File: config.mk
export PLATFORM = sky130hd
export DESIGN_NAME = lcg_random_range_generator
export DESIGN_NICKNAME = d
export VERILOG_FILES = /design/src/lrrg_pkg.sv /design/src/lrrg_front.sv /design/src/lrrg_queue.sv /design/src/lrrg_back.sv /design/src/lcg_random_range_generator.sv
export VERILOG_INCLUDE_DIRS = /design/src /design/src/src
export SDC_FILE = /design/constraint.sdc
export NUM_CORES = 2
export LEC_CHECK = 0
export ABC_AREA = 1
export ABC_CLOCK_PERIOD_IN_PS = 9400
export BUFFER_PORTS_ARGS = -buffer_cell sky130_fd_sc_hd__buf_4
export CORE_MARGIN = 2
export CORE_UTILIZATION = 56
export CTS_CLUSTER_SIZE = 16
export DETAILED_ROUTE_END_ITERATION = 10
export GPL_TIMING_DRIVEN = 0
export HOLD_SLACK_MARGIN = 0.1
export PLACE_DENSITY = 0.81
export SLEW_MARGIN = 25
export SYNTH_ARGS = -nofsm -noshare
export SYNTH_HDL_FRONTEND = slang
export SYNTH_HIERARCHICAL = 1
export SYNTH_SLANG_ARGS = --single-unit
File: constraint.sdc
create_clock -name clk -period 9.4 [get_ports clk]
set_clock_uncertainty 0.2 [all_clocks]
set_input_delay 0.94 -clock clk [delete_from_list [all_inputs] [get_ports clk]]
set_output_delay 0.94 -clock clk [all_outputs]
set_load 0.01 [all_outputs]
File: src/lcg_random_range_generator_assert.svh
// Assertion macros for the range generator
`ifndef LCG_RANDOM_RANGE_GENERATOR_ASSERT_SVH
`define LCG_RANDOM_RANGE_GENERATOR_ASSERT_SVH

`ifndef SYNTHESIS
`define LRRG_ASSERT_IMP(lbl, ante, cons) \
	lbl: assert property (@(posedge clk) disable iff (!arst_n) (ante) |-> (cons)) \
		else $error("lrrg assertion failed");
`define LRRG_ASSERT_NXT(lbl, ante, cons) \
	lbl: assert property (@(posedge clk) disable iff (!arst_n) (ante) |=> (cons)) \
		else $error("lrrg assertion failed");
`else
`define LRRG_ASSERT_IMP(lbl, ante, cons)
`define LRRG_ASSERT_NXT(lbl, ante, cons)
`endif

`endif

File: src/lrrg_pkg.sv
`default_nettype none
package lrrg_pkg;

	localparam logic [63:0] LCG_INIT = 64'h1234_5678_9ABC_DEF0;
	localparam logic [31:0] LCG_MULT_LO = 32'h4C95_7F2D;
	localparam logic [31:0] LCG_MULT_HI = 32'h5851_F42D;
	localparam int QDEPTH = 2;
	localparam int QPTR_W = $clog2(QDEPTH);
	localparam int QCNT_W = $clog2(QDEPTH + 1);

	// classified request between front and back
	typedef struct packed {
		logic signed [63:0] lo;
		logic [63:0]        span;
		logic               draw;
	} req_t;

endpackage
`default_nettype wire

File: src/lrrg_front.sv
`default_nettype none
module lrrg_front
	import lrrg_pkg::*;
(
	input  wire logic signed [63:0] lower_bound,
	input  wire logic signed [63:0] upper_bound,
	output      req_t               req
);

	always_comb begin
		req.lo = lower_bound;
		req.span = upper_bound - lower_bound + 64'd1;
		req.draw = (lower_bound < upper_bound);
	end

endmodule
`default_nettype wire

File: src/lrrg_queue.sv
`default_nettype none
`include "lcg_random_range_generator_assert.svh"
module lrrg_queue
	import lrrg_pkg::*;
(
	input  wire logic clk,
	input  wire logic arst_n,
	input  wire logic push,
	input  wire req_t push_data,
	output      logic full,
	input  wire logic pop,
	output      logic not_empty,
	output      req_t pop_data
);

	req_t               mem_q [QDEPTH];
	logic [QPTR_W-1:0]  wr_q;
	logic [QPTR_W-1:0]  rd_q;
	logic [QCNT_W-1:0]  cnt_q;

	assign full = (cnt_q == QCNT_W'(QDEPTH));
	assign not_empty = (cnt_q != '0);
	assign pop_data = mem_q[rd_q];

	always_ff @(posedge clk or negedge arst_n) begin
		if (!arst_n) begin
			wr_q <= '0;
			rd_q <= '0;
			cnt_q <= '0;
		end else begin
			if (push) begin
				mem_q[wr_q] <= push_data;
				wr_q <= (wr_q == QPTR_W'(QDEPTH - 1)) ? '0 : wr_q + 1'b1;
			end
			if (pop)
				rd_q <= (rd_q == QPTR_W'(QDEPTH - 1)) ? '0 : rd_q + 1'b1;
			case ({push, pop})
				2'b10:   cnt_q <= cnt_q + 1'b1;
				2'b01:   cnt_q <= cnt_q - 1'b1;
				default: cnt_q <= cnt_q;
			endcase
		end
	end

	`LRRG_ASSERT_IMP(a_no_push_full, full, !push)
	`LRRG_ASSERT_IMP(a_no_pop_empty, !not_empty, !pop)

endmodule
`default_nettype wire

File: src/lrrg_back.sv
`default_nettype none
`include "lcg_random_range_generator_assert.svh"
module lrrg_back
	import lrrg_pkg::*;
(
	input  wire logic        clk,
	input  wire logic        arst_n,
	input  wire logic        cfg_valid,
	output      logic        cfg_ready,
	input  wire logic [63:0] cfg_data,
	input  wire logic        q_valid,
	output      logic        q_ready,
	input  wire req_t        q_data,
	output      logic        m_tvalid,
	input  wire logic        m_tready,
	output      logic [95:0] m_tdata,  // random_value[63:0], raw_word[95:64]
	output      logic        m_tuser   // drew
);

	typedef enum logic [2:0] {
		ST_IDLE, ST_M0, ST_M1, ST_M2, ST_M3, ST_DIV, ST_DONE
	} st_t;

	st_t                st_q;
	logic [63:0]        gen_q;
	logic signed [63:0] lo_q;
	logic [63:0]        span_q;
	logic               draw_q;
	logic [63:0]        mul_q;
	logic [63:0]        lowp_q;
	logic [31:0]        cross_q;
	logic [31:0]        rem_q;
	logic [4:0]         cnt_q;
	logic               m_tvalid_q;
	logic [63:0]        out_value_q;
	logic [31:0]        out_raw_q;
	logic               out_drew_q;

	logic        pop;
	logic [31:0] mul_a;
	logic [31:0] mul_b;
	logic [31:0] raw;
	logic [32:0] shift;
	logic        ge;
	logic [32:0] nrem;
	logic [31:0] hi_sum;

	assign q_ready = (st_q == ST_IDLE);
	assign cfg_ready = (st_q == ST_IDLE);
	assign pop = q_valid && q_ready;
	assign raw = gen_q[63:32];
	assign m_tvalid = m_tvalid_q;
	assign m_tdata = {out_raw_q, out_value_q};
	assign m_tuser = out_drew_q;

	always_comb begin
		case (st_q)
			ST_M1: begin
				mul_a = gen_q[31:0];
				mul_b = LCG_MULT_HI;
			end
			ST_M2: begin
				mul_a = gen_q[63:32];
				mul_b = LCG_MULT_LO;
			end
			default: begin
				mul_a = gen_q[31:0];
				mul_b = LCG_MULT_LO;
			end
		endcase
	end

	// one restoring step of raw mod span
	always_comb begin
		shift = {rem_q, raw[cnt_q]};
		ge = ({31'd0, shift} >= span_q);
		nrem = ge ? (shift - span_q[32:0]) : shift;
		hi_sum = lowp_q[63:32] + cross_q + mul_q[31:0];
	end

	always_ff @(posedge clk or negedge arst_n) begin
		if (!arst_n) begin
			st_q <= ST_IDLE;
			gen_q <= LCG_INIT;
			lo_q <= '0;
			span_q <= '0;
			draw_q <= 1'b0;
			mul_q <= '0;
			lowp_q <= '0;
			cross_q <= '0;
			rem_q <= '0;
			cnt_q <= '0;
			m_tvalid_q <= 1'b0;
			out_value_q <= '0;
			out_raw_q <= '0;
			out_drew_q <= 1'b0;
		end else begin
			mul_q <= mul_a * mul_b;
			if (st_q == ST_DONE && (!m_tvalid_q || m_tready))
				m_tvalid_q <= 1'b1;
			else if (m_tvalid_q && m_tready)
				m_tvalid_q <= 1'b0;
			if (cfg_valid && cfg_ready)
				gen_q <= cfg_data;
			case (st_q)
				ST_IDLE: begin
					if (pop) begin
						lo_q <= q_data.lo;
						span_q <= q_data.span;
						draw_q <= q_data.draw;
						rem_q <= '0;
						st_q <= q_data.draw ? ST_M0 : ST_DONE;
					end
				end
				ST_M0: st_q <= ST_M1;
				ST_M1: begin
					lowp_q <= mul_q;
					st_q <= ST_M2;
				end
				ST_M2: begin
					cross_q <= mul_q[31:0];
					st_q <= ST_M3;
				end
				ST_M3: begin
					gen_q <= {hi_sum, lowp_q[31:0]} + 64'd1;
					cnt_q <= 5'd31;
					st_q <= ST_DIV;
				end
				ST_DIV: begin
					rem_q <= nrem[31:0];
					cnt_q <= cnt_q - 5'd1;
					if (cnt_q == 5'd0)
						st_q <= ST_DONE;
				end
				ST_DONE: begin
					if (!m_tvalid_q || m_tready) begin
						out_value_q <= lo_q + {32'd0, rem_q};
						out_raw_q <= draw_q ? raw : 32'd0;
						out_drew_q <= draw_q;
						st_q <= ST_IDLE;
					end
				end
				default: st_q <= ST_IDLE;
			endcase
		end
	end

	`LRRG_ASSERT_NXT(a_rem_bound, st_q == ST_DIV, span_q == 64'd0 || 64'(rem_q) < span_q)
	`LRRG_ASSERT_IMP(a_nodraw_zero, st_q == ST_DONE && !draw_q, rem_q == 32'd0)
	`LRRG_ASSERT_NXT(a_div_start, st_q == ST_M3, st_q == ST_DIV && cnt_q == 5'd31)

endmodule
`default_nettype wire

File: src/lcg_random_range_generator.sv
// A drawing request passes the 32x32 multiply states M0 to M3 for the state update, then a
// 32-step restoring remainder unit, one bit per cycle; a request with an empty range goes
// straight to the result. The back end takes a new request only once it is idle again.
// A two-entry queue lets requests be taken while the back end works or the result waits.
// Reset (arst_n low, asynchronous): state = 0x123456789ABCDEF0, queue and output emptied.
`default_nettype none
module lcg_random_range_generator
	import lrrg_pkg::*;
(
	input  wire logic         clk,
	input  wire logic         arst_n,
	input  wire logic         cfg_valid,
	output      logic         cfg_ready,
	input  wire logic [63:0]  cfg_data,   // seed_value
	input  wire logic         s_tvalid,
	output      logic         s_tready,
	input  wire logic [127:0] s_tdata,    // lower_bound[63:0], upper_bound[127:64]
	output      logic         m_tvalid,
	input  wire logic         m_tready,
	output      logic [95:0]  m_tdata,    // random_value[63:0], raw_word[95:64]
	output      logic         m_tuser     // drew
);

	req_t req;
	req_t q_data;
	logic q_full;
	logic q_valid;
	logic q_ready;

	assign s_tready = !q_full;

	lrrg_front u_front (
		.lower_bound ($signed(s_tdata[63:0])),
		.upper_bound ($signed(s_tdata[127:64])),
		.req         (req)
	);

	lrrg_queue u_queue (
		.clk       (clk),
		.arst_n    (arst_n),
		.push      (s_tvalid && s_tready),
		.push_data (req),
		.full      (q_full),
		.pop       (q_valid && q_ready),
		.not_empty (q_valid),
		.pop_data  (q_data)
	);

	lrrg_back u_back (
		.clk       (clk),
		.arst_n    (arst_n),
		.cfg_valid (cfg_valid),
		.cfg_ready (cfg_ready),
		.cfg_data  (cfg_data),
		.q_valid   (q_valid),
		.q_ready   (q_ready),
		.q_data    (q_data),
		.m_tvalid  (m_tvalid),
		.m_tready  (m_tready),
		.m_tdata   (m_tdata),
		.m_tuser   (m_tuser)
	);

endmodule
`default_nettype wire

# Yosys cells after proc, flatten, opt, wreduce, memory -nomap -nowiden
# Memories as Yosys holds them, arrays and structs flattened.
# Cells that the tools add are included.
[op_classes] add_sub_neg=12 n_mul=1 magnitude_cmp=3 eq_ne=12 muxes=23 n_reduce_logical=21
[ops] cell="64-bit by 1-bit adder with 64-bit output (second input constant)" count=2
[ops] cell="32-bit two-way mux" count=4
[ops] cell="64-bit two-way mux" count=2
[ops] cell="32-bit adder" count=2
[ops] cell="64-bit by 32-bit adder with 64-bit output" count=1
[ops] cell="33-bit by 64-bit greater-or-equal comparator with 1-bit output" count=1
[ops] cell="64-bit < comparator" count=1
[ops] cell="32-bit case mux with 2 select lines" count=1
[ops] cell="64-bit subtractor" count=1
[ops] cell="32-bit by 31-bit multiplier with 63-bit output" count=1
[ops] cell="32-bit subtractor" count=1
[ops] cell="29-bit two-way mux" count=1
[ops] cell="3-bit case mux with 7 select lines" count=1
[ops] cell="3-bit two-way mux" count=4
[ops] cell="2-bit nonzero test" count=6
[ops] cell="5-bit case mux with 2 select lines" count=1
[ops] cell="3-bit == test (second input constant)" count=3
[ops] cell="1-bit two-way mux" count=7
[ops] cell="3-bit by 2-bit == test with 1-bit output (second input constant)" count=2
[ops] cell="1-bit logical AND" count=6
[ops] cell="5-bit by 6-bit < comparator with 1-bit output (second input constant)" count=1
[ops] cell="2-bit AND reduction" count=3
[ops] cell="1-bit binary-select mux with 5-bit select" count=1
[ops] cell="5-bit logical NOT" count=1
[ops] cell="14 further kinds" count=18
[word_totals] register_bits=495 ramBits=258 inputBits=197 word_cells=90 memories=1
[mem_list] memory="u_queue.mem_q" depth=2 width=129 read_ports=1 rd_ports_with_merged_regs=0 write_ports=1 line_no="lrrg_queue.sv:16" rtl="req_t mem_q [QDEPTH];"

# Longest topological paths before layout
[depth] depth_word=6 depth_mapped=43

# Hierarchy
# The synthesis kept the hierarchy.
[modules_own_cells] module="lrrg_back" n_inst=1 cells_each=6402 area_per_inst_um2=51917.3
[modules_own_cells] module="lrrg_queue" n_inst=1 cells_each=699 area_per_inst_um2=10216.0
[modules_own_cells] module="lrrg_front" n_inst=1 cells_each=1646 area_per_inst_um2=8858.5
[modules_own_cells] module="lcg_random_range_generator" n_inst=1 cells_each=5 area_per_inst_um2=21.3

# Worst setup path after synthesis
# No wires, ideal clock.
[synth_timing] kind="input port to flip-flop" from="input port s_tvalid" to="memory u_queue/mem_q[0][0] (netlist name), enable pin" setup_time_ns=0.776 arrival_time_ns=9.894 required_ns=8.424 path_slack_ns=-1.469 stages=4 n_path_buf=0 path_cell_list="inv_1 > nor2_2 > inv_1 > nor3_1"
[synth_between] elab_chain_cells=4
[synth_lines] element="start, declared" line_no="lcg_random_range_generator.sv:15" rtl="input wire logic s_tvalid,"
[synth_lines] element="1-bit logical AND" line_no="lcg_random_range_generator.sv:41" rtl=".push (s_tvalid && s_tready),"
[synth_lines] element="1-bit two-way mux" line_no="lrrg_queue.sv:31" rtl="if (push) begin"
[synth_lines] element="1-bit logical AND (implied by the code)" line_no="lrrg_queue.sv:32" rtl="mem_q[wr_q] <= push_data;"
[synth_lines] element="1-bit two-way mux (implied by the code)" line_no="lrrg_queue.sv:32"
[synth_lines] element="end, declared" line_no="lrrg_queue.sv:16"
# No other way between the ends.

==> flow_metrics.tcl <==
set metrics [dict create \
    wl_met2_mm 99.1 \
    stdcell_area_um2 80000 \
    worstHoldEndpoint "u_back/lowp_q[32]$_DFFE_PN0N_" \
    die_x_um 360 \
    cp_max_fo 10 \
    clk_pin_slew_worst_paths_ns 0.06 \
    placed_cell_area_um2 76200 \
    coreArea_um2 126000 \
    drive_gt1_frac 0.119 \
    hpwl_mm 189 \
    cp-start-kind "flop" \
    grt_pass1_wl_mm 345 \
    portBuffers 296 \
    grt_max_degree 95 \
    ctsRootBufferMaster "clkbuf_16" \
    required_ns 9.81 \
    min_period_ns 9.23 \
    slew_violations 0 \
    cap_violations 0 \
    fp.dieArea_um2 130000 \
    rows 130 \
    viasPerCell 5.52 \
    synth_area_um2 71000 \
    antenna_left 0 \
    insertion_delay_ns 0.70 \
    hp-class "reg -> reg" \
    htree_num_levels 3 \
    cts_buffer_depth 3 \
    finalHoldViolations 0 \
    worstPathArrival_ns 9.65 \
    yosysWarnings 6 \
    avgSynthCellArea_um2 8.11 \
    vias 60726 \
    ys.flop_type "dfrtp_1" \
    cts_tree "yes" \
    slowest_delay_ns 0.70 \
    syn_inst 8752 \
    top_layer_used "met5" \
    wl_per_cell_um 20.8 \
    cpMostUsedCell "fa_1" \
    grt_pass1_vias 59770 \
    yosys_register_bits 753 \
    wirelength_met1_mm 94.7 \
    grt_usage 0.350 \
    start_util 0.565 \
    nNetsFinal 10736 \
    gp_congestion 1.04 \
    r2r_slack_ns 0.17 \
    wl_met3_mm 24.1 \
    ys_types 63 \
    routed_wl_mm 229 \
    gr-total-overflow 0 \
    worst_pin_slew_ns 1.18 \
    drt_first_iter_violations 6558 \
    min_from "u_back/mul_q[32]$_DFF_PN0_" \
    setup_viol 0 \
    synthArstFlopShare 0.657 \
    r2r-end "u_back/mul_q[63]$_DFF_PN0_" \
    r2r_start "u_back/st_q[2]$_DFFE_PN0P_" \
    criticalPathCategory "reg -> reg" \
    fill_cells 10475 \
    outcome "finished clean" \
    drc_errors 0 \
    num_io_pins 297 \
    synth_edf_count 258 \
    clock_sinks 753 \
    whs_path_depth 2 \
    finalCritPeriodShare 0.982 \
    cts_buffers 81 \
    area_growth_pct 12.7 \
    first_pass_iters 9 \
    reg2reg_depth 29 \
    antenna_found_initial 5 \
    dieHeight_um 360 \
    endpoint_kind "flop" \
    critPathSlowestCell "clkbuf_1" \
    slew-limit-headroom 0.208 \
    fmax_mhz 108 \
    ys_seq_area_frac 0.284 \
]
## cell usage after synthesis (37+ instances only)
library cell,instances,share of area
mux2_2,72,0.011
o21ai_2,99,0.012
nor2_2,43,0.0038
nand4_1,77,0.0068
nand2_1,1997,0.11
clkbuf_1,91,0.0048
nor2_1,706,0.037
nor3_1,60,0.0042
inv_1,1862,0.098
o21ai_0,392,0.028
xor2_1,138,0.017
ha_1,694,0.12
buf_4,75,0.0079
nand3_1,249,0.018
o21bai_1,37,0.0039
edfxtp_1,258,0.11
xnor2_1,59,0.0073
dfrtp_1,463,0.16
a21oi_1,357,0.025
fa_1,570,0.16
nand2_2,44,0.0039
## through the flow
step	instances	setup WS [ns]	setup TNS [ns]	hold slack [ns]	utilization
after floorplan	8781	0.749	0	0.225	-
after global placement	10727	-6.12	-1567.01	0.231	0.600
after detailed placement	10762	-0.675	-12.96	0.231	0.606
after CTS	10927	0.0201	0	0.230	0.630
after global routing	10992	-0.0541	-0.0716	0.258	0.637
final	10993	0.165	0	0.233	0.637
## how the worst max path moves through the flow
stage / startpoint / to / slack, ns
after floorplan: u_back/st_q[2]$_DFFE_PN0P_ / u_back/mul_q[53]$_DFF_PN0_ / 0.75
after global placement: arst_n / u_queue/mem_q[1][68]$_DFFE_PP_ / -6.12
after detailed placement: u_back/st_q[2]$_DFFE_PN0P_ / u_back/mul_q[63]$_DFF_PN0_ / -0.67
after CTS: u_back/st_q[2]$_DFFE_PN0P_ / u_back/mul_q[46]$_DFF_PN0_ / 0.02
after global routing: u_back/st_q[2]$_DFFE_PN0P_ / u_back/mul_q[50]$_DFF_PN0_ / -0.05
final: u_back/st_q[2]$_DFFE_PN0P_ / u_back/mul_q[63]$_DFF_PN0_ / 0.17
## cell families (layout without fill, tap and decap cells)
family | after synthesis | count (layout) | share of synthesized area
buf+inv | 2112 | 2671 | 0.118
xor+xnor | 204 | 204 | 0.0259
other cells | 2 | 32 | 0.000106
compound gates | 1068 | 1070 | 0.0868
mux | 72 | 72 | 0.0114
flops | 753 | 753 | 0.284
fa+ha+maj | 1264 | 1264 | 0.283
simple gates | 3277 | 3277 | 0.190
## worst max-delay path: cells and delay by family, from the launching register on
family                     cells  cell delay (ns)
adders and majority gates      9             4.72
and+or+nand+nor                8             1.68
buffers and inverters          7             1.20
AOI/OAI and AO/OA              4             0.73
DFF                            1             0.44
xor gates and xnor gates       1             0.16
## sequential cells by signal, summed over array words and instances (netlist names)
signal and count:
u_back/cnt_q 5, u_back/cross_q 32, u_back/draw_q 1, u_back/gen_q 64, u_back/lo_q 64, u_back/lowp_q 64
u_back/m_tuser 1, u_back/m_tvalid 1, u_back/mul_q 64, u_back/out_raw_q 32, u_back/out_value_q 64, u_back/rem_q 32
u_back/span_q 64, u_back/st_q 3, u_queue/cnt_q 2, u_queue/mem_q 258, u_queue/rd_q 1, u_queue/wr_q 1
## area by class of cell
type                            instances  area (µm²)  area share
Antenna cell                            1        2.50   0.0000313
Buffer                                221        1340      0.0167
Clock buffer                          111        2230      0.0279
Clock inverter                         39         483     0.00603
Inverter                             1891        7140      0.0893
Multi-Input combinational cell       5918       43000       0.538
Sequential cell                       753       20200       0.252
Tap cell                             1650        2060      0.0258
Timing Repair Buffer                  409        3580      0.0447
## cell usage in the layout, fill, tap and decap left out, types with 58 or more instances in the layout
| master | Yosys | routed |
|---|---|---|
| nand2_1 | 1997 | 1996 |
| inv_1 | 1862 | 1851 |
| ha_1 | 694 | 691 |
| nor2_1 | 706 | 678 |
| fa_1 | 570 | 568 |
| dfrtp_1 | 463 | 462 |
| buf_4 | 75 | 438 |
| o21ai_0 | 392 | 376 |
| a21oi_1 | 357 | 353 |
| edfxtp_1 | 258 | 258 |
| nand3_1 | 249 | 249 |
| xor2_1 | 138 | 138 |
| o21ai_2 | 99 | 105 |
| clkbuf_1 | 91 | 104 |
| clkbuf_16 | 0 | 81 |
| nand4_1 | 77 | 77 |
| mux2_2 | 72 | 72 |
| xnor2_1 | 59 | 59 |
| nor3_1 | 60 | 58 |
## timing repair
action                                  in CTS  in global routing
endpoints found under the hold margin       70                  0
endpoints found under the setup margin      35                 35
setup buffers                               14                 63
cloned                                       0                  2
pin swaps                                    2                 22
resized for setup                           40                 75
hold buffers                                 1                  0
## per-layer routing
layer	track usage	up-vias
li1	-	28214
met4	0.144	6
met5	0	-
met3	0.0791	523
met2	0.536	2895
met1	0.480	29088
Power is not shown: default switching activity piles up to over one toggle a cycle in this logic, so the estimate is an artifact.
